[config.mk]
export PLATFORM = sky130hd
export DESIGN_NAME = btpc_queue
export DESIGN_NICKNAME = d
export VERILOG_FILES = /design/src/design/btpc_pkg.sv /design/src/design/btpc_queue.sv
export SDC_FILE = /design/constraint.sdc
export NUM_CORES = 1
export LEC_CHECK = 0
export ABC_AREA = 1
export BUFFER_PORTS_ARGS = -buffer_cell sky130_fd_sc_hd__buf_2
export CAP_MARGIN = 0
export CORE_ASPECT_RATIO = 1.75
export CORE_MARGIN = 3
export CORE_UTILIZATION = 46
export CTS_BUF_LIST = sky130_fd_sc_hd__clkbuf_8
export DETAILED_ROUTE_END_ITERATION = 7
export GPL_TIMING_DRIVEN = 1
export PLACE_DENSITY = 0.69
export SETUP_SLACK_MARGIN = 0.15
export SYNTH_ARGS = -nofsm -noshare
export SYNTH_HDL_FRONTEND = slang
export SYNTH_SLANG_ARGS = --single-unit
export TNS_END_PERCENT = 20
[constraint.sdc]
create_clock -name clk -period 7 [get_ports clk]
set_input_delay 1.4 -clock clk [delete_from_list [all_inputs] [get_ports clk]]
set_output_delay 1.4 -clock clk [all_outputs]
set_load 0.01 [all_outputs]
[src/design/btpc_pkg.sv]
// package: calibration types, queue entry and rounding helper for the compensation block
`timescale 1ns / 1ps
package btpc_pkg;

  localparam logic [1:0] CFG_CAL_LOW  = 2'd0;
  localparam logic [1:0] CFG_CAL_MID  = 2'd1;
  localparam logic [1:0] CFG_CAL_HIGH = 2'd2;

  localparam logic signed [63:0] TQ_LIMIT = 64'sd134217728;
  localparam logic signed [63:0] TEMP_MAX = 64'sd32767;
  localparam logic signed [63:0] TEMP_MIN = -64'sd32768;
  localparam logic signed [63:0] PRES_MAX = 64'sd16777215;

  typedef struct packed {
    logic        [15:0] t1;
    logic        [15:0] t2;
    logic signed [7:0]  t3;
    logic signed [15:0] p1;
    logic signed [15:0] p2;
    logic signed [7:0]  p3;
    logic signed [7:0]  p4;
    logic        [15:0] p5;
    logic        [15:0] p6;
    logic signed [7:0]  p7;
    logic signed [7:0]  p8;
    logic signed [15:0] p9;
    logic signed [7:0]  p10;
    logic signed [7:0]  p11;
  } coef_t;

  typedef struct packed {
    logic        [23:0] u;
    logic signed [42:0] dt2;
    logic signed [50:0] dd;
  } q_entry_t;

  typedef struct packed {
    logic full;
    logic empty;
  } q_status_t;

  function automatic coef_t decode_cal(input logic [63:0] lo, input logic [63:0] mid,
                                       input logic [39:0] hi);
    logic [167:0] b;
    coef_t c;
    b = {hi, mid, lo};
    c.t1  = b[15:0];
    c.t2  = b[31:16];
    c.t3  = $signed(b[39:32]);
    c.p1  = $signed(b[55:40]);
    c.p2  = $signed(b[71:56]);
    c.p3  = $signed(b[79:72]);
    c.p4  = $signed(b[87:80]);
    c.p5  = b[103:88];
    c.p6  = b[119:104];
    c.p7  = $signed(b[127:120]);
    c.p8  = $signed(b[135:128]);
    c.p9  = $signed(b[151:136]);
    c.p10 = $signed(b[159:152]);
    c.p11 = $signed(b[167:160]);
    return c;
  endfunction

  // round half up then arithmetic shift
  function automatic logic signed [63:0] rnd(input logic signed [63:0] v,
                                             input int unsigned s);
    logic signed [63:0] half;
    half = 64'sd1 <<< (s - 1);
    return (v + half) >>> s;
  endfunction

endpackage

[src/design/btpc_queue.sv]
// small transaction queue between front and back ends
`timescale 1ns / 1ps
module btpc_queue #(
  parameter int DEPTH = 4
) (
  input  logic                clk,
  input  logic                rst,
  input  logic                push,
  input  btpc_pkg::q_entry_t  push_data,
  input  logic                pop,
  output btpc_pkg::q_entry_t  head,
  output btpc_pkg::q_status_t status
);

  localparam int PTR_W = (DEPTH > 1) ? $clog2(DEPTH) : 1;
  localparam int CNT_W = $clog2(DEPTH + 1);

  btpc_pkg::q_entry_t mem [DEPTH];
  logic [PTR_W-1:0] wr_ptr;
  logic [PTR_W-1:0] rd_ptr;
  logic [CNT_W-1:0] count;
  logic             do_push;
  logic             do_pop;

  assign status.full  = (count == CNT_W'(DEPTH));
  assign status.empty = (count == '0);
  assign do_push      = push && !status.full;
  assign do_pop       = pop && !status.empty;
  assign head         = mem[rd_ptr];

  always_ff @(posedge clk) begin
    if (rst) begin
      wr_ptr <= '0;
      rd_ptr <= '0;
      count  <= '0;
    end else begin
      if (do_push) begin
        wr_ptr <= (wr_ptr == PTR_W'(DEPTH - 1)) ? '0 : wr_ptr + 1'b1;
      end
      if (do_pop) begin
        rd_ptr <= (rd_ptr == PTR_W'(DEPTH - 1)) ? '0 : rd_ptr + 1'b1;
      end
      if (do_push && !do_pop) begin
        count <= count + 1'b1;
      end else if (do_pop && !do_push) begin
        count <= count - 1'b1;
      end
    end
  end

  always_ff @(posedge clk) begin
    if (do_push) begin
      mem[wr_ptr] <= push_data;
    end
  end

  a_count_bound: assert property (@(posedge clk) disable iff (rst)
    count <= CNT_W'(DEPTH)) else $error("queue count above depth");

  a_count_up: assert property (@(posedge clk) disable iff (rst)
    (do_push && !do_pop) |=> count == $past(count) + 1'b1)
    else $error("queue count did not rise on push");

  a_count_down: assert property (@(posedge clk) disable iff (rst)
    (do_pop && !do_push) |=> count == $past(count) - 1'b1)
    else $error("queue count did not fall on pop");

endmodule

==> impl_metrics.py <==
metrics = {
    "outcome": {
        "status": "completed",
    },
    "floorplan": {
        "die_y_um": 267,
        "coreArea_um2": 38000,
        "die_area_um2": 41300,
        "rows": 94,
        "start_util_pct": 47.0,
        "die_x_um": 155,
        "pin_count": 242,
    },
    "synth": {
        "syn_area_per_cell_um2": 14.7,
        "syn_nets": 1341,
        "synth_area_um2": 17900,
        "yosysSeqAreaShare_pct": 80.4,
        "synth_cells": 1212,
        "yosys_warnings": 0,
        "synth_cell_types": 22,
        "synth-seq-cells": 481,
    },
    "routing": {
        "ant_nets": 0,
        "drc": 0,
        "drt-vias-per-instance": 5.49,
        "vias": 10900,
        "drt_iter0_drc": 759,
        "post_drt_wl_per_cell_um": 20.1,
        "drt_pass1_iterations": 5,
        "routed_wl_um": 39900,
    },
    "clocking": {
        "post_cts_buffers": 0,
        "cts_made_buffers": 66,
        "tritoncts": "done",
        "postCtsHoldBufs": 0,
        "cts.clk_slew.worst_paths_ns": 0.06,
        "clock_latency_ns": 0.62,
        "root_buffer": "clkbuf_8",
        "htreeDepth": 3,
        "clockBufferDepth": 3,
        "cts_resized": 0,
        "clock_sinks": 481,
    },
    "final_layout": {
        "post_route_cells_drive_above_1_share_pct": 23.2,
        "multi_input_area_um2": 3100,
        "area_delta_synth_final_pct": 16.1,
        "regArea_um2": 14400,
        "fin_nets": 1587,
        "nFillCells": 3016,
    },
    "critical_path": {
        "crit_arrival_ns": 3.58,
        "crit_required_ns": 5.60,
        "cp-endpoint": "head[0]",
        "reg2reg_to": "mem[0][50]$_DFFE_PP_",
        "critPathMaxFanout": 65,
        "reg2regPathDepth": 5,
        "path_class": "register to output pin",
        "end_kind": "output pin",
        "ff2ff_setup_slack_ns": 4.23,
        "r2r_start": "count[0]$_SDFFE_PP0P_",
        "startpoint_type": "register",
    },
    "global_route": {
        "grt_pass1_vias": 11300,
        "grt_max_degree": 119,
        "grt_antenna_before_repair": 10,
        "overflow": 0,
        "grt_usage_pct": 19.0,
        "grt_pass1_wl_um": 60700,
    },
    "place": {
        "numPortBuffers": 241,
        "gp_congestion": 0.746,
        "post-dp-hpwl_um": 22200,
    },
    "pwr": {
        "ir_drop_uv": 262,
        "leakage_uw": 0.00729,
        "power.density_nw_per_um2": 376,
    },
    "hold_path": {
        "hp-class": "register to register",
    },
    "timing": {
        "finalHoldViolCount": 0,
        "hold_ws_ns": 0.533,
        "slew_violations": 0,
        "setup_viol": 0,
        "finalSetupTns_ns": 0,
        "max_slew_margin_pct": 31.3,
        "fin_worst_skew_ns": 0.0301,
        "rsz0062_at_grt": "no",
        "final.period_utilization_pct": 71.1,
        "worst_slew_pin_slew_ns": 1.03,
        "fmax_mhz": 201,
        "min_period_ns": 4.98,
    },
    "job": {
        "maxCapViolations": 0,
    },
}
-- cells in the final DEF (no fill, tap or decap), types with 3 or more instances in the layout --
master / count
edfxtp_1: 472
o21ai_0: 229
o22ai_1: 118
buf_2: 241
dfxtp_1: 7
o21ai_1: 8
ha_1: 6
a21oi_1: 3
nor2_1: 247
buf_4: 12
inv_6: 5
clkbuf_8: 72
nor2_4: 4
diode_2: 9
inv_1: 31
nand2_1: 14
clkinv_2: 7
clkinv_1: 12
bufinv_16: 3
-- sequential cells by signal, summed over array words and instances (netlist names), named ones only --
name    cells
mem       472
count       3
rd_ptr      2
wr_ptr      2
-- final cells by class --
cell class	count	share of cell area, %
multi-input combinational	636	14.9
sequential	481	69.2
clock buffer	72	4.78
antenna	9	0.109
tap	480	2.90
inverter	18	0.356
clock inverter	40	1.24
timing repair buffer	255	6.44
-- per-stage QoR --
stage	util [%]	instances	power, µW	instance area [µm²]	setup WS, ns
after global routing	54.6	1988	8250	20700	1.73
after detailed placement	51.3	1870	5860	19500	2.59
after CTS	54.5	1982	7910	20700	1.94
after global placement	51.3	1870	5790	19500	2.65
final	54.6	1991	7810	20700	2.02
after floorplan	-	1212	4990	17900	-0.0150
-- cell families (layout without fill, tap and decap cells) --
kind of cell    count (synthesis)  count (layout)  synth area share [%]
xor+xnor                        1               1                0.0491
buf+inv                        95             385                  2.44
simple gates                  270             270                  5.75
compound gates                358             358                  10.9
fa+ha+maj                       7               7                 0.532
flops                         481             481                  80.4
other cells                     0               9                     0
-- cells in the mapped netlist --
master    number  area [µm²]
o21ai_1        8        40.0
clkbuf_2       1        5.00
ha_1           6        75.1
a21oi_1        3        15.0
buf_6          6        67.6
o21ai_0      229        1150
xor2_1         1        8.76
fa_1           1        20.0
o22ai_1      118         738
clkinv_1       1        3.75
inv_2          1        3.75
dfxtp_1        9         180
clkbuf_1      52         195
nand2_1       14        52.6
inv_1         16        60.1
nand3_1        2        10.0
buf_2         14        70.1
buf_4          4        30.0
nand3b_1       2        15.0
nor2_1       251         942
edfxtp_1     472       14200
nand4_1        1        6.26
-- routing by layer --
metal,up-vias,GRT usage (%),share of wire (%)
met1,5403,21.2,37
li1,5073,-,-
met5,-,0,0
met2,356,33.4,53
met3,106,4.04,5.8
met4,0,10.7,4.3
-- worst min-delay path by stage --
| stage | startpoint | endpoint | slack (ns) | depth (start not counted) |
|---|---|---|---|---|
| floorplan | rd_ptr[1]$_SDFFE_PP0P_ | register | 0.48 | 2 |
| global placement | rd_ptr[1]$_SDFFE_PP0P_ | register | 0.51 | 2 |
| detailed placement | count[1]$_SDFFE_PP0P_ | count[1]$_SDFFE_PP0P_ | 0.53 | 2 |
| CTS | rd_ptr[1]$_SDFFE_PP0P_ | register | 0.54 | 2 |
| global route | rd_ptr[1]$_SDFFE_PP0P_ | register | 0.57 | 2 |
| finish | rd_ptr[1]$_SDFFE_PP0P_ | register | 0.53 | 2 |
-- worst max-delay path: stages (launching register included) --
cell and delay [ns]:
dfxtp_4 0.81, clkinv_2 0.96, buf_4 0.69, o21ai_0 0.22, o22ai_1 0.10, buf_2 0.15
-- power by group --
group          internal, µW  total (µW)  switching (µW)  leakage (µW)
combinational           681        2100            1420       0.00219
sequential             3510        3670             154       0.00440
clock                  1060        2040             985      0.000700
total                  5250        7810            2550       0.00729
Power figures use the tool's default switching activity.
