--- config.mk ---
export PLATFORM = sky130hd
export DESIGN_NAME = btpc_front_flat
export DESIGN_NICKNAME = d
export VERILOG_FILES = /design/src/design/btpc_pkg.sv /design/src/design/btpc_if.sv /design/src/design/btpc_front.sv /design/src/flat_wrapper.sv
export SDC_FILE = /design/constraint.sdc
export NUM_CORES = 2
export LEC_CHECK = 0
export BUFFER_PORTS_ARGS = -buffer_cell sky130_fd_sc_hd__buf_2
export CELL_PAD_IN_SITES_DETAIL_PLACEMENT = 0
export CELL_PAD_IN_SITES_GLOBAL_PLACEMENT = 1
export CORE_MARGIN = 5
export CORE_UTILIZATION = 53
export DETAILED_ROUTE_END_ITERATION = 10
export PLACE_DENSITY_LB_ADDON = 0.08
export SLEW_MARGIN = 5
export SYNTH_ARGS = -nofsm -noshare
export SYNTH_HDL_FRONTEND = slang
export SYNTH_SLANG_ARGS = --single-unit
--- constraint.sdc ---
create_clock -name clk -period 12.1 [get_ports clk]
set_input_delay 1.21 -clock clk [delete_from_list [all_inputs] [get_ports clk]]
set_output_delay 1.21 -clock clk [all_outputs]
set_load 0.005 [all_outputs]
--- src/design/btpc_pkg.sv ---
// package: calibration types, queue entry and rounding helper for the compensation block
`timescale 1ns / 1ps
package btpc_pkg;

  localparam logic [1:0] CFG_CAL_LOW  = 2'd0;
  localparam logic [1:0] CFG_CAL_MID  = 2'd1;
  localparam logic [1:0] CFG_CAL_HIGH = 2'd2;

  localparam logic signed [63:0] TQ_LIMIT = 64'sd134217728;
  localparam logic signed [63:0] TEMP_MAX = 64'sd32767;
  localparam logic signed [63:0] TEMP_MIN = -64'sd32768;
  localparam logic signed [63:0] PRES_MAX = 64'sd16777215;

  typedef struct packed {
    logic        [15:0] t1;
    logic        [15:0] t2;
    logic signed [7:0]  t3;
    logic signed [15:0] p1;
    logic signed [15:0] p2;
    logic signed [7:0]  p3;
    logic signed [7:0]  p4;
    logic        [15:0] p5;
    logic        [15:0] p6;
    logic signed [7:0]  p7;
    logic signed [7:0]  p8;
    logic signed [15:0] p9;
    logic signed [7:0]  p10;
    logic signed [7:0]  p11;
  } coef_t;

  typedef struct packed {
    logic        [23:0] u;
    logic signed [42:0] dt2;
    logic signed [50:0] dd;
  } q_entry_t;

  typedef struct packed {
    logic full;
    logic empty;
  } q_status_t;

  function automatic coef_t decode_cal(input logic [63:0] lo, input logic [63:0] mid,
                                       input logic [39:0] hi);
    logic [167:0] b;
    coef_t c;
    b = {hi, mid, lo};
    c.t1  = b[15:0];
    c.t2  = b[31:16];
    c.t3  = $signed(b[39:32]);
    c.p1  = $signed(b[55:40]);
    c.p2  = $signed(b[71:56]);
    c.p3  = $signed(b[79:72]);
    c.p4  = $signed(b[87:80]);
    c.p5  = b[103:88];
    c.p6  = b[119:104];
    c.p7  = $signed(b[127:120]);
    c.p8  = $signed(b[135:128]);
    c.p9  = $signed(b[151:136]);
    c.p10 = $signed(b[159:152]);
    c.p11 = $signed(b[167:160]);
    return c;
  endfunction

  // round half up then arithmetic shift
  function automatic logic signed [63:0] rnd(input logic signed [63:0] v,
                                             input int unsigned s);
    logic signed [63:0] half;
    half = 64'sd1 <<< (s - 1);
    return (v + half) >>> s;
  endfunction

endpackage

--- src/design/btpc_if.sv ---
// stream interfaces for raw samples and compensated results
`timescale 1ns / 1ps
interface btpc_in_if;
  logic        valid;
  logic        ready;
  logic [23:0] raw_pressure;
  logic [23:0] raw_temperature;
  modport source(output valid, output raw_pressure, output raw_temperature, input ready);
  modport sink(input valid, input raw_pressure, input raw_temperature, output ready);
endinterface


--- src/design/btpc_front.sv ---
// front end: accepts samples, forms temperature offset and first products
`timescale 1ns / 1ps
module btpc_front (
  input  logic                clk,
  input  logic                rst,
  input  btpc_pkg::coef_t     coef,
  btpc_in_if.sink             in_ch,
  input  btpc_pkg::q_status_t q_status,
  output logic                push,
  output btpc_pkg::q_entry_t  push_data
);

  logic               f_valid;
  logic               f_valid_next;
  logic [23:0]        f_u;
  logic signed [25:0] f_d;
  logic signed [25:0] d_in;
  logic               take;

  assign in_ch.ready = !f_valid || !q_status.full;
  assign take        = in_ch.valid && in_ch.ready;
  assign push        = f_valid && !q_status.full;

  assign d_in = $signed({2'b00, in_ch.raw_temperature}) - $signed({2'b00, coef.t1, 8'h00});

  always_comb begin
    f_valid_next = f_valid;
    if (take) begin
      f_valid_next = 1'b1;
    end else if (push) begin
      f_valid_next = 1'b0;
    end
  end

  always_ff @(posedge clk) begin
    if (rst) begin
      f_valid <= 1'b0;
    end else begin
      f_valid <= f_valid_next;
    end
  end

  always_ff @(posedge clk) begin
    if (take) begin
      f_u <= in_ch.raw_pressure;
      f_d <= d_in;
    end
  end

  always_comb begin
    push_data.u   = f_u;
    push_data.dt2 = f_d * $signed({1'b0, coef.t2});
    push_data.dd  = f_d * f_d;
  end

endmodule

--- src/flat_wrapper.sv ---
// flat-port wrapper written by rule: the top's interface ports become plain ports
module btpc_front_flat 
  (clk, rst, coef, q_status, push, push_data, in_ch_valid, in_ch_raw_pressure, in_ch_raw_temperature, in_ch_ready);
  btpc_in_if in_ch_i ();
  input  logic clk;
  input  logic rst;
  input  btpc_pkg::coef_t coef;
  input  btpc_pkg::q_status_t q_status;
  output logic push;
  output btpc_pkg::q_entry_t push_data;
  input wire logic [$bits(in_ch_i.valid)-1:0] in_ch_valid;
  input wire logic [$bits(in_ch_i.raw_pressure)-1:0] in_ch_raw_pressure;
  input wire logic [$bits(in_ch_i.raw_temperature)-1:0] in_ch_raw_temperature;
  output wire logic [$bits(in_ch_i.ready)-1:0] in_ch_ready;
  assign in_ch_i.valid = in_ch_valid;
  assign in_ch_i.raw_pressure = in_ch_raw_pressure;
  assign in_ch_i.raw_temperature = in_ch_raw_temperature;
  assign in_ch_ready = in_ch_i.ready;
  btpc_front u_core (.clk(clk), .rst(rst), .coef(coef), .in_ch(in_ch_i), .q_status(q_status), .push(push), .push_data(push_data));
endmodule
==> flow_summary.yaml <==
worst_setup_path:
  critPathCaptureType: "output port"
  cell_type_with_the_highest_occurrence_count_on_the_critical_path: "fa_1"
  worst_path_largest_cell_delay_ns: 0.81
  cpMaxStageDelayCell: "o41ai_1"
  setup.worst_path.start_class: "flip-flop"
  critical_path_required_ns: 10.89
  crit_arrival_ns: 8.83
  critPathMaxFanout: 39
  timing_worst_setup_path_type: "flip-flop to output port"
  crit_chain: "buf_4 > inv_1 > nor2_1 > fa_1 > fa_1 > inv_1 > fa_1 > inv_1 > fa_1 > fa_1 > fa_1 > inv_1 > fa_1 > inv_1 > ha_1 > nand2_1 > or3_1 > o41ai_1 > o21ai_0 > a21oi_1 > o311ai_0 > a21oi_1 > xor2_1 > buf_2"
global_route:
  global_route.usage.total_pct: 24.3
  global_route_wire_length_before_repair_um: 146000
  first_global_vias: 28400
  antenna_violations_before_repair: 0
  grt_overflow_total: 0
  grt_max_degree: 50
logic_synthesis:
  synth.top_cell.area_share_pct: 53.6
  synth_seq_area_share_pct: 4.00
  synth-simple-area-share_pct: 12.1
  synth_top_area_cell: "fa_1"
  synthTopCellsByArea: "fa_1 (54%), inv_1 (11%), ha_1 (9.1%), and2_1 (4.8%), nand2_1 (4.6%)"
  dominant_combinational_cell_family_by_area_after_synthesis: "adder cells"
  synth.yosys.warnings: 0
  synth_area_um2: 37300
  yosysMostFrequentCell: "inv_1"
  share_of_the_synthesized_area_in_compound_gates_ao_oa_aoi_oai_pct: 5.11
  synth-adder-area-share_pct: 62.7
  synth.area.mux_share_pct: 0.0570
  postSynth.topFlopCell: "edfxtp_1"
  ys_seq_elements: 50
  postSynth.asyncResetShare_pct: 0
  synth-edff-count: 49
  yosys-top-cells-count: "inv_1 (1136), fa_1 (999), nand2_1 (456)"
  nets_in_the_synthesized_netlist: 5461
  synthesis.instances: 3971
  synth.avg_cell_area_um2: 9.39
  yosys.cell_types.count: 70
  synth-xor-area-share_pct: 2.77
sta:
  final-setup-viol-count: 0
  slew-limit-headroom_pct: 25.5
  fin_crit_sh_pct: 83.0
  worst_clock_skew_ns: 0.0160
  timing_max_transition_violations_final: 0
  maximum_clock_frequency_mhz: 99.6
  hold_viol: 0
  grt_setup_unrepaired: "false"
  timing_worst_slew_pin_value_ns: 1.12
  finalWorstPathRequiredPeriod_ns: 10.04
  setup_tns_ns: 0
final_layout:
  area_of_all_placed_cells_without_fillers_um2: 39200
  post_route_cells_drive_above_1_share_pct: 6.72
  n_fill_cell: 6502
  num-nets-final: 5536
  antenna-diode-count: 0
  finalCoreUtilization_pct: 56.1
  area_used_by_multi_input_combinational_logic_um2: 30900
  final-seq-area_um2: 1490
  area_growth_syn_to_layout_pct: 5.21
  layoutNonFillerInstCount: 4987
placed_design:
  dpl.hpwl_um: 71300
  dpl.cell_count: 4979
  place_area_um2: 39100
  port-buffer-count: 202
  gpl.final_weighted_congestion: 0.851
route:
  route.detailed.drc: 0
  drt-initial-drc-count: 1234
  vias: 25500
  detail_route.first_pass.iterations: 5
  drt.antenna.violating_nets: 0
  detail_route.wl_per_cell_um: 17.2
  via_per_inst: 5.11
  wl_um: 86000
floorplan:
  die_h_um: 275
  floorplan.initialDensity_pct: 53.3
  std_cell_rows: 97
  fp.dieArea_um2: 75800
  pin_count: 341
  die_width_um: 275
  core_um2: 69900
clock_network:
  clock_tree.htree_level_count: 2
  worst_skew_pair.late_latency_ns: 0.33
  cts_buffers: 5
  post_cts_hold_buffer_count: 0
  clock_input_transition_at_the_sequential_cells_of_the_worst_setup_and_hold_paths_ns: 0.09
  tritoncts: "yes"
  post_cts_resized: 0
  cts_setup_buffers: 0
  clockBufferDepth: 2
  number_of_sinks_driven_by_the_clock_tree: 50
  cts.root.buffer_cell: "clkbuf_16"
run_status:
  status: "finished, final reports clean"
job:
  max_cap_violations: 0
worst_hold_path:
  hp-class: "flip-flop to flip-flop"
[layout by cell type, fill, tap and decap left out, drive strengths merged, types with 13 or more instances in the layout]
master,instances
a21o,42
nor3,13
nand3,20
edfxtp,49
a21oi,98
ha,270
nand4,13
nor2b,26
and2,288
xor2,31
nand2b,17
buf,238
o21bai,19
and3,16
o21a,13
o21ai,46
fa,999
inv,1137
nor2,70
nand2,456
xnor2,87
[worst paths after layout]
kind                    end  slack, ns            from  depth (start not counted)
max           push_data[45]       2.06   u_core.f_d[4]                         24
min          u_core.f_valid       0.52  u_core.f_valid                          2
max reg2reg  u_core.f_d[20]      10.32  u_core.f_valid                          3
min reg2reg  u_core.f_valid       0.52  u_core.f_valid                          2
[sequential cells by signal, summed over array words and instances, names as in the netlist]
name            count
u_core.f_d         25
u_core.f_u         24
u_core.f_valid      1
[cell families after synthesis]
group,count (synthesis)
fa+ha+maj,1269
mux,2
xor+xnor,118
flops,50
compound gates,287
buf+inv,1306
other cells,1
simple gates,938
[cell type report]
cell class | count | share of cell area [%]
multi-input cells | 2615 | 78.7
well taps | 940 | 3.00
clock buffers | 5 | 0.319
flip-flops and latches | 50 | 3.80
repair buffers | 238 | 3.27
clock inverters | 3 | 0.0510
inverters | 1136 | 10.9
[layer usage]
layer  wire length [um]  track usage [%]  vias up
met1              36000             33.1    13300
met5                  0                0        -
met4                970             2.68        0
met3               4680             3.11       55
met2              44400             43.5      547
li1                   -                -    11600
[worst max-delay path, delay by kind of cell, from the launching register on]
family	cells	cell delay [ns]
and+or+nand+nor	3	0.92
buffers and inverters	7	1.18
AOI/OAI and AO/OA	5	2.04
adders and majority gates	8	3.87
xor gates and xnor gates	1	0.15
DFF	1	0.33
[per-stage QoR]
stage	setup WS [ns]	hold slack (ns)
after global placement	2.72	0.482
final	2.06	0.515
after detailed placement	2.65	0.493
after CTS	2.27	0.516
after global routing	1.63	0.546
after floorplan	3.80	0.465
Power is not shown: default switching activity piles up to over one toggle a cycle in this logic, so the estimate is an artifact.
